### src/bur_pkg.sv
// Shared types and constants for the bounded undo/redo history.
package bur_pkg;

  localparam int unsigned DEFAULT_DEPTH        = 16;
  localparam int unsigned DEFAULT_PAYLOAD_BITS = 64;
  localparam int unsigned SNAP_W               = 64;

  typedef enum logic [2:0] {
    OP_CAPTURE    = 3'd0,
    OP_RESET      = 3'd1,
    OP_STEP_BACK  = 3'd2,
    OP_STEP_FWD   = 3'd3,
    OP_BRANCH     = 3'd4,
    OP_CLEAR_FLAG = 3'd5,
    OP_QUERY      = 3'd6
  } op_e;

  typedef enum logic [1:0] {
    S_IDLE,
    S_READ,
    S_SCAN,
    S_DONE
  } state_e;

  // Tag word as it sits in the tag memory.
  typedef struct packed {
    logic [7:0] layout;
    logic [1:0] last_mover;
    logic [1:0] player;
    logic [7:0] moves;
  } tag_t;

  typedef struct packed {
    logic [2:0]        operation;
    logic              has_board;
    logic              has_context;
    logic [SNAP_W-1:0] snapshot_data;
    logic [7:0]        move_count_in;
    logic [1:0]        player_in;
    logic [1:0]        last_mover_in;
    logic [7:0]        layout_in;
  } in_item_t;

  typedef struct packed {
    logic              ok;
    logic [4:0]        removed;
    logic [SNAP_W-1:0] snapshot_out;
    logic [7:0]        move_count_out;
    logic [1:0]        player_out;
    logic [1:0]        last_mover_out;
    logic [7:0]        layout_out;
    logic [3:0]        view_out;
    logic [4:0]        count_out;
    logic              is_live;
    logic              has_start;
    logic              disqualified_out;
  } out_item_t;

endpackage

### src/bur_if.sv
// Valid/ready channel interfaces for the history's command and result streams.
interface bur_in_if;
  logic               valid;
  logic               ready;
  bur_pkg::in_item_t  data;

  modport source (output valid, output data, input ready);
  modport sink   (input valid, input data, output ready);
endinterface

interface bur_out_if;
  logic               valid;
  logic               ready;
  bur_pkg::out_item_t data;

  modport source (output valid, output data, input ready);
  modport sink   (input valid, input data, output ready);
endinterface

### src/bounded_undo_redo_history.sv
// Bounded undo/redo history: circular snapshot store in two synchronous RAMs.
// Query, clear flag, failed steps, live branch and reset without board register their result
// directly; a successful step first does one RAM read; capture and other branches first run
// a RAM scan over the new count, which rebuilds the start-entry flag.
// One command is in flight at a time; the next is taken the cycle after a result registers.
// Reset (rst_ni low) empties the history, clears the flag; no RAM clearing pass is needed.
module bounded_undo_redo_history #(
  parameter int unsigned DEPTH        = bur_pkg::DEFAULT_DEPTH,
  parameter int unsigned PAYLOAD_BITS = bur_pkg::DEFAULT_PAYLOAD_BITS
) (
  input  logic       clk_i,
  input  logic       rst_ni,
  bur_in_if.sink     req_i,
  bur_out_if.source  rsp_o
);

  localparam int unsigned IDX_W = $clog2(DEPTH);
  localparam int unsigned CNT_W = $clog2(DEPTH + 1);
  localparam int unsigned CMP_W = IDX_W + 1;
  localparam logic [CNT_W-1:0] CNT_FULL = CNT_W'(DEPTH);
  localparam logic [CMP_W-1:0] WRAP     = CMP_W'(DEPTH);

  // Logical position 0 (the newest entry) lives at physical address head_q.
  // Older entries follow at increasing addresses, modulo DEPTH.
  function automatic logic [IDX_W-1:0] phys(input logic [IDX_W-1:0] base,
                                            input logic [IDX_W-1:0] off);
    logic [CMP_W-1:0] sum;
    sum = {1'b0, base} + {1'b0, off};
    if (sum >= WRAP) begin
      sum = sum - WRAP;
    end
    return sum[IDX_W-1:0];
  endfunction

  // Control state.
  bur_pkg::state_e   state_q, state_d;
  logic [IDX_W-1:0]  head_q, head_d;
  logic [CNT_W-1:0]  count_q, count_d;
  logic [IDX_W-1:0]  view_q, view_d;
  logic              flag_q, flag_d;
  logic              start_q, start_d;
  logic [CNT_W-1:0]  scan_idx_q, scan_idx_d;
  logic              scan_vld_q, scan_vld_d;
  logic              out_vld_q, out_vld_d;

  // Result payload held between the work and the output register.
  logic                    ok_q, ok_d;
  logic [IDX_W-1:0]        removed_q, removed_d;
  logic [PAYLOAD_BITS-1:0] res_pay_q, res_pay_d;
  bur_pkg::tag_t           res_tag_q, res_tag_d;
  bur_pkg::out_item_t      out_q, out_d;

  // Snapshot RAMs and their single read and write ports.
  logic [PAYLOAD_BITS-1:0] pay_mem [DEPTH];
  bur_pkg::tag_t           tag_mem [DEPTH];
  logic                    mem_we;
  logic [IDX_W-1:0]        mem_wa;
  logic [PAYLOAD_BITS-1:0] wr_pay;
  bur_pkg::tag_t           wr_tag;
  logic                    mem_re;
  logic [IDX_W-1:0]        mem_ra;
  logic [PAYLOAD_BITS-1:0] rd_pay_q;
  bur_pkg::tag_t           rd_tag_q;

  // Helpers.
  logic              accept;
  logic              do_capture;
  logic [IDX_W-1:0]  head_dec;
  logic [CNT_W-1:0]  cnt_base;
  logic [IDX_W-1:0]  tgt_back;
  logic [IDX_W-1:0]  tgt_fwd;
  logic              can_back;

  assign req_i.ready = (state_q == bur_pkg::S_IDLE);
  assign accept      = req_i.valid && req_i.ready;
  assign rsp_o.valid = out_vld_q;
  assign rsp_o.data  = out_q;

  // A reset with a board is a capture that starts from an empty history.
  assign do_capture = (req_i.data.operation == bur_pkg::OP_CAPTURE) ||
                      ((req_i.data.operation == bur_pkg::OP_RESET) && req_i.data.has_board);
  assign cnt_base   = (req_i.data.operation == bur_pkg::OP_RESET) ? '0 : count_q;
  assign head_dec   = (head_q == '0) ? IDX_W'(DEPTH - 1) : head_q - IDX_W'(1);
  assign tgt_back   = view_q + IDX_W'(1);
  assign tgt_fwd    = view_q - IDX_W'(1);
  assign can_back   = (CMP_W'(view_q) + CMP_W'(1)) < CMP_W'(count_q);

  // Without context the entry keeps only its move count.
  always_comb begin
    wr_tag.moves = req_i.data.move_count_in;
    if (req_i.data.has_context) begin
      wr_tag.player     = req_i.data.player_in;
      wr_tag.last_mover = req_i.data.last_mover_in;
      wr_tag.layout     = req_i.data.layout_in;
    end else begin
      wr_tag.player     = '0;
      wr_tag.last_mover = '0;
      wr_tag.layout     = '0;
    end
  end
  assign wr_pay = req_i.data.snapshot_data[PAYLOAD_BITS-1:0];

  // Next state and datapath control.
  always_comb begin
    state_d    = state_q;
    head_d     = head_q;
    count_d    = count_q;
    view_d     = view_q;
    flag_d     = flag_q;
    start_d    = start_q;
    scan_idx_d = scan_idx_q;
    scan_vld_d = scan_vld_q;
    ok_d       = ok_q;
    removed_d  = removed_q;
    res_pay_d  = res_pay_q;
    res_tag_d  = res_tag_q;
    out_d      = out_q;
    out_vld_d  = out_vld_q && !rsp_o.ready;
    mem_we     = 1'b0;
    mem_wa     = head_dec;
    mem_re     = 1'b0;
    mem_ra     = phys(head_q, scan_idx_q[IDX_W-1:0]);

    case (state_q)
      bur_pkg::S_IDLE: begin
        if (accept) begin
          ok_d      = 1'b1;
          removed_d = '0;
          res_pay_d = '0;
          res_tag_d = '0;
          state_d   = bur_pkg::S_DONE;
          case (bur_pkg::op_e'(req_i.data.operation))
            bur_pkg::OP_RESET: begin
              count_d = '0;
              view_d  = '0;
              flag_d  = 1'b0;
              start_d = 1'b0;
            end
            bur_pkg::OP_STEP_BACK: begin
              if (can_back) begin
                mem_re  = 1'b1;
                mem_ra  = phys(head_q, tgt_back);
                view_d  = tgt_back;
                state_d = bur_pkg::S_READ;
              end else begin
                ok_d = 1'b0;
              end
            end
            bur_pkg::OP_STEP_FWD: begin
              if (view_q != '0) begin
                mem_re  = 1'b1;
                mem_ra  = phys(head_q, tgt_fwd);
                view_d  = tgt_fwd;
                state_d = bur_pkg::S_READ;
              end else begin
                ok_d = 1'b0;
              end
            end
            bur_pkg::OP_BRANCH: begin
              // Dropping the newer entries just moves the head past them.
              if (view_q != '0) begin
                removed_d = view_q;
                head_d    = phys(head_q, view_q);
                if (CMP_W'(count_q) > CMP_W'(view_q)) begin
                  count_d = CNT_W'(CMP_W'(count_q) - CMP_W'(view_q));
                end else begin
                  count_d = CNT_W'(1);
                end
                view_d     = '0;
                flag_d     = 1'b1;
                start_d    = 1'b0;
                scan_idx_d = '0;
                scan_vld_d = 1'b0;
                state_d    = bur_pkg::S_SCAN;
              end
            end
            bur_pkg::OP_CLEAR_FLAG: begin
              flag_d = 1'b0;
            end
            default: begin
            end
          endcase

          // Capture writes at the slot below the head; when full that slot
          // holds the oldest entry, which is overwritten.
          if (do_capture) begin
            mem_we     = 1'b1;
            mem_wa     = head_dec;
            head_d     = head_dec;
            count_d    = (cnt_base == CNT_FULL) ? cnt_base : cnt_base + CNT_W'(1);
            view_d     = '0;
            start_d    = 1'b0;
            scan_idx_d = '0;
            scan_vld_d = 1'b0;
            state_d    = bur_pkg::S_SCAN;
          end
        end
      end

      bur_pkg::S_READ: begin
        res_pay_d = rd_pay_q;
        res_tag_d = rd_tag_q;
        state_d   = bur_pkg::S_DONE;
      end

      bur_pkg::S_SCAN: begin
        // One read issued per cycle; its data is checked in the cycle after.
        if (scan_vld_q && (rd_tag_q.moves == '0)) begin
          start_d = 1'b1;
        end
        if (scan_idx_q < count_q) begin
          mem_re     = 1'b1;
          mem_ra     = phys(head_q, scan_idx_q[IDX_W-1:0]);
          scan_idx_d = scan_idx_q + CNT_W'(1);
          scan_vld_d = 1'b1;
        end else begin
          scan_vld_d = 1'b0;
          if (!scan_vld_q) begin
            state_d = bur_pkg::S_DONE;
          end
        end
      end

      bur_pkg::S_DONE: begin
        if (!out_vld_q || rsp_o.ready) begin
          out_vld_d              = 1'b1;
          out_d.ok               = ok_q;
          out_d.removed          = 5'(removed_q);
          out_d.snapshot_out     = bur_pkg::SNAP_W'(res_pay_q);
          out_d.move_count_out   = res_tag_q.moves;
          out_d.player_out       = res_tag_q.player;
          out_d.last_mover_out   = res_tag_q.last_mover;
          out_d.layout_out       = res_tag_q.layout;
          out_d.view_out         = 4'(view_q);
          out_d.count_out        = 5'(count_q);
          out_d.is_live          = (view_q == '0);
          out_d.has_start        = start_q;
          out_d.disqualified_out = flag_q;
          state_d                = bur_pkg::S_IDLE;
        end
      end

      default: begin
        state_d = bur_pkg::S_IDLE;
      end
    endcase
  end

  always_ff @(posedge clk_i or negedge rst_ni) begin
    if (!rst_ni) begin
      state_q    <= bur_pkg::S_IDLE;
      head_q     <= '0;
      count_q    <= '0;
      view_q     <= '0;
      flag_q     <= 1'b0;
      start_q    <= 1'b0;
      scan_idx_q <= '0;
      scan_vld_q <= 1'b0;
      out_vld_q  <= 1'b0;
    end else begin
      state_q    <= state_d;
      head_q     <= head_d;
      count_q    <= count_d;
      view_q     <= view_d;
      flag_q     <= flag_d;
      start_q    <= start_d;
      scan_idx_q <= scan_idx_d;
      scan_vld_q <= scan_vld_d;
      out_vld_q  <= out_vld_d;
    end
  end

  always_ff @(posedge clk_i) begin
    ok_q      <= ok_d;
    removed_q <= removed_d;
    res_pay_q <= res_pay_d;
    res_tag_q <= res_tag_d;
    out_q     <= out_d;
  end

  // The write happens only on the accepting edge and every read comes after
  // it, so the FSM itself keeps reads and writes to one entry apart.
  always_ff @(posedge clk_i) begin
    if (mem_we) begin
      pay_mem[mem_wa] <= wr_pay;
      tag_mem[mem_wa] <= wr_tag;
    end
    if (mem_re) begin
      rd_pay_q <= pay_mem[mem_ra];
      rd_tag_q <= tag_mem[mem_ra];
    end
  end

`ifndef SYNTH
  a_view_in_range: assert property (@(posedge clk_i) disable iff (!rst_ni)
    (CMP_W'(view_q) < CMP_W'(count_q)) || ((count_q == '0) && (view_q == '0)))
    else $error("view position points beyond the stored entries");

  a_count_bound: assert property (@(posedge clk_i) disable iff (!rst_ni)
    count_q <= CNT_FULL)
    else $error("entry count exceeds the store depth");

  a_head_bound: assert property (@(posedge clk_i) disable iff (!rst_ni)
    CMP_W'(head_q) < WRAP)
    else $error("head pointer outside the store");

  a_write_on_accept: assert property (@(posedge clk_i) disable iff (!rst_ni)
    mem_we |-> (accept && (state_d == bur_pkg::S_SCAN)))
    else $error("store written outside an accepted capture");

  a_result_held: assert property (@(posedge clk_i) disable iff (!rst_ni)
    (state_q == bur_pkg::S_DONE && out_vld_q && !rsp_o.ready) |=>
      (state_q == bur_pkg::S_DONE))
    else $error("result finished while the output register was still full");
`endif

endmodule
### src/flat_wrapper.sv
// flat-port wrapper written by rule: the top's interface ports become plain ports
module bounded_undo_redo_history_flat 
#(
  parameter int unsigned DEPTH        = bur_pkg::DEFAULT_DEPTH,
  parameter int unsigned PAYLOAD_BITS = bur_pkg::DEFAULT_PAYLOAD_BITS
)
  (clk_i, rst_ni, req_i_valid, req_i_data, req_i_ready, rsp_o_valid, rsp_o_data, rsp_o_ready);
  bur_in_if req_i_i ();
  bur_out_if rsp_o_i ();
  input  logic clk_i;
  input  logic rst_ni;
  input wire logic [$bits(req_i_i.valid)-1:0] req_i_valid;
  input wire logic [$bits(req_i_i.data)-1:0] req_i_data;
  output wire logic [$bits(req_i_i.ready)-1:0] req_i_ready;
  output wire logic [$bits(rsp_o_i.valid)-1:0] rsp_o_valid;
  output wire logic [$bits(rsp_o_i.data)-1:0] rsp_o_data;
  input wire logic [$bits(rsp_o_i.ready)-1:0] rsp_o_ready;
  assign req_i_i.valid = req_i_valid;
  assign req_i_i.data = req_i_data;
  assign req_i_ready = req_i_i.ready;
  assign rsp_o_valid = rsp_o_i.valid;
  assign rsp_o_data = rsp_o_i.data;
  assign rsp_o_i.ready = rsp_o_ready;
  bounded_undo_redo_history #(.DEPTH(DEPTH), .PAYLOAD_BITS(PAYLOAD_BITS)) u_core (.clk_i(clk_i), .rst_ni(rst_ni), .req_i(req_i_i), .rsp_o(rsp_o_i));
endmodule
### config.mk
export PLATFORM = sky130hd
export DESIGN_NAME = bounded_undo_redo_history_flat
export DESIGN_NICKNAME = d
export VERILOG_FILES = /design/src/bur_pkg.sv /design/src/bur_if.sv /design/src/bounded_undo_redo_history.sv /design/src/flat_wrapper.sv
export SDC_FILE = /design/constraint.sdc
export NUM_CORES = 1
export LEC_CHECK = 0
export BUFFER_PORTS_ARGS = -buffer_cell sky130_fd_sc_hd__buf_2
export CAP_MARGIN = 20
export CORE_UTILIZATION = 45
export CTS_BUF_LIST = sky130_fd_sc_hd__clkbuf_16
export DETAILED_ROUTE_END_ITERATION = 16
export SLEW_MARGIN = 10
export SYNTH_ARGS = -nofsm -noshare
export SYNTH_HDL_FRONTEND = slang
export SYNTH_SLANG_ARGS = --single-unit
### constraint.sdc
create_clock -name clk_i -period 10.34 [get_ports clk_i]
set_clock_uncertainty 0.15 [all_clocks]
set_input_delay 2.068 -clock clk_i [delete_from_list [all_inputs] [get_ports clk_i]]
set_output_delay 2.068 -clock clk_i [all_outputs]
set_load 0.03 [all_outputs]
==> flow_summary.toml <==
[critical_path]
reg2reg_to = "u_core.rd_pay_q[11]$_DFFE_PP_"
crit_chain = "inv_1, ha_1, ha_1, nor2b_1, o31ai_2, a21boi_4, nor2_2, mux2i_4, buf_12, buf_4, mux4_2, a22oi_1, nand2_1"
cp-end-kind = "flop"
path_buf_inv = 3
cp_max_fo = 111
cp_slowest_stage_delay_ns = 0.68
reg2regPathDepth = 13
crit_family = "buffers and inverters"
r2r_start = "u_core.view_q[0]$_DFFE_PN0P_"
start_kind = "flop"
cp.arrival_ns = 6.11
critical_path_required_ns = 10.72
reg2reg_slack_ns = 4.62
slowest_stage = "buf_12"
cp_common_cell = "ha_1"
crit_type = "reg -> reg"

[cells_and_area]
synthToLayoutAreaGrowth_pct = 13.68
fin_nets = 3177
drive_above_1_share_pct = 26.38
final_cells = 4967
final_util_pct = 51.66
regArea_sq_um = 49190
final_cell_mix = "edfxtp_1, mux4_2, buf_2"
layout_commonest_cell = "edfxtp_1"
final_cell_area_sq_um = 70150
fillCellCount = 10540
multi_input_area_sq_um = 11910

[place]
placed_area_sq_um = 64920
dp_hpwl_microns = 66670
numPortBuffers = 195
dp_cells = 4654
post-place-ws_ns = 3.814
routabilityCongestion = 0.7867

[grt]
grt_max_degree = 180
grt_pass1_wl_microns = 205000
antenna_found_initial = 25
met2_usage_pct = 34.80
top_usage_layer = "met2"
grt_pass1_vias = 30030
grt-ovfl-total = 0
grt.total_usage_pct = 20.87
use_met1_pct = 27.70
use_met3_pct = 4.543

[job]
maxCapViolations = 0

[hold_path]
hp-class = "reg -> reg"
min_delay_worst_endpoint = "u_core.rsp_o.data[75]$_DFFE_PP_"
worstHoldPathCells = 0
min-delay-start = "u_core.res_pay_q[43]$_SDFFCE_PN0P_"

[synth]
ys_seq_elements = 1642
synth_xor_area_share_pct = 0.2980
synth_fp_nets = 2898
yosys.area_share.simple_pct = 2.411
yosysTopAreaCellShare_pct = 78.73
synth_compound_area_share_pct = 2.940
yosys_warnings = 0
synth-edff-count = 1618
synth_top_family_by_area = "multiplexers"
synth.distinct_cells = 59
avgSynthCellArea_sq_um = 22.34
synthArstFlopShare_pct = 1.462
syn_area_sq_um = 61710
synthCells = 2762
synthAdderAreaFrac_pct = 0.9327
synth.largest_area_cell = "edfxtp_1"
synth-seq-area-share_pct = 79.71
muxShareOfSynthArea_pct = 12.37
synth_area_leaders = "edfxtp_1, mux4_2, a22oi_1"
synth_flop_cell = "edfxtp_1"

[power]
comb_power_share_pct = 36.4
switching_share_pct = 33.04
power.density_nw_per_um2 = 319.9
leakagePower_nw = 22.70
internal_power_mw = 15.03
clkPwrFrac_pct = 25.3
pwr-share-seq_pct = 38.3
p_sw_mw = 7.415
total_power_mw = 22.44
vdd.ir_drop.worst_uv = 545.4

[clocking]
clk_latency_ns = 0.80
cts_tree = "built"
clk_root_buffer_cell = "clkbuf_16"
clockBufferDepth = 3
hold_buffers = 0
cts_sinks = 1642
post_cts_buffers = 0
h-tree-depth = 4
cts_resized = 0
clkTransAtPathRegs_ns = 0.06
cts_inserted_buffers = 164

[route]
drc = 0
ant_nets = 0
wire_per_inst_microns = 28.71
via_per_inst = 5.788
drtPass1Iterations = 5
vias = 28750
drt_iter0_drc = 2869
wirelength_microns = 142600

[floorplan]
start_util_pct = 45.44
boundaryPins = 197
die_w_microns = 372.3
die_area_sq_um = 138600
core.rowCount = 135
core_sq_um = 135800
die_h_microns = 372.3

[timing]
fin_tns_setup_ns = 0
timing.hold.ws_ns = 0.2589
maxSlewHeadroom_pct = 21.78
fin_crit_sh_pct = 55.35
slew_violations = 0
tightest_slew_ns = 1.173
setup_violations = 0
layout_setup_ws_ns = 4.617
rsz0062_at_grt = "no"
fin_crit_ns = 5.723
max_freq_ghz = 0.1747
final_hold_viol_count = 0

[outcome]
status = "complete, no violations"
-- cell type report --
cell class                      count  area share [%]
Clock buffer                      165           5.886
Clock inverter                    140           1.489
Antenna cell                        6         0.02140
Tap cell                         1781           3.177
Inverter                           31          0.1659
Multi-Input combinational cell    960           16.97
Sequential cell                  1642           70.11
Timing Repair Buffer              242           2.172
-- registers in the layout, summed over array words and instances (netlist names) --
signal              flops
u_core.res_pay_q       64
u_core.start_q          1
u_core.scan_vld_q       1
u_core.ok_q             1
u_core.scan_idx_q       5
u_core.head_q           4
u_core.view_q           4
u_core.count_q          5
u_core.tag_mem        320
u_core.rd_tag_q        20
u_core.rd_pay_q        64
u_core.pay_mem       1024
u_core.rsp_o.data     101
u_core.removed_q        4
u_core.rsp_o.valid      1
u_core.flag_q           1
u_core.res_tag_q       20
u_core.state_q          2
-- worst max path at each step --
| stage | start | end | slack [ns] | cells past startpoint |
|---|---|---|---|---|
| finish | u_core.view_q[0]$_DFFE_PN0P_ | u_core.rd_pay_q[11]$_DFFE_PP_ | 4.62 | 13 |
| global route | u_core.view_q[0]$_DFFE_PN0P_ | u_core.rd_pay_q[11]$_DFFE_PP_ | 4.18 | 13 |
| CTS | u_core.view_q[0]$_DFFE_PN0P_ | u_core.rd_pay_q[11]$_DFFE_PP_ | 4.56 | 13 |
| detailed placement | req_i_data[86] | u_core.rd_pay_q[11]$_DFFE_PP_ | 3.81 | 10 |
| global placement | req_i_data[86] | u_core.rd_pay_q[2]$_DFFE_PP_ | 3.92 | 10 |
| floorplan | u_core.count_q[1]$_DFFE_PN0P_ | u_core.rd_pay_q[0]$_DFFE_PP_ | 2.17 | 7 |
-- cells in the mapped netlist (all sizes together), types with 8 or more instances --
library cell,n
a21o,11
a21oi,16
a22oi,169
and2,97
buf,75
clkbuf,54
dfrtp,24
edfxtp,1618
ha,38
inv,31
mux4,336
nand2,114
nand2b,8
nand3,13
nor2,47
o21ai,24
xnor2,15
-- metal layers --
metal  wire length (microns)  vias to the layer above  share of wire, %
met5                     144                        -              0.10
met4                    3115                       24               2.2
met3                    9767                      216               6.8
met2                   72150                     1025                51
met1                   57440                    15410                40
li1                        -                    12070                 -
-- logic make-up after synthesis --
| family | count (synthesis) |
|---|---|
| multiplexers | 342 |
| other | 1 |
| XOR/XNOR | 21 |
| flip-flops | 1642 |
| buffers and inverters | 160 |
| AND/OR/NAND/NOR | 302 |
| AO/OA/AOI/OAI | 251 |
| adder cells (fa/ha/maj) | 43 |
-- power groups by stage --
stage | sequential [mW] | clock (mW) | combinational, mW
after global placement | 8.74 | 0 | 8.22
after CTS | 8.62 | 5.78 | 8.35
final | 8.61 | 5.67 | 8.17
after floorplan | 9.00 | 0 | 5.89
after detailed placement | 8.75 | 0 | 8.32
after global routing | 8.66 | 6.02 | 8.83
Power figures use the tool's default switching activity.
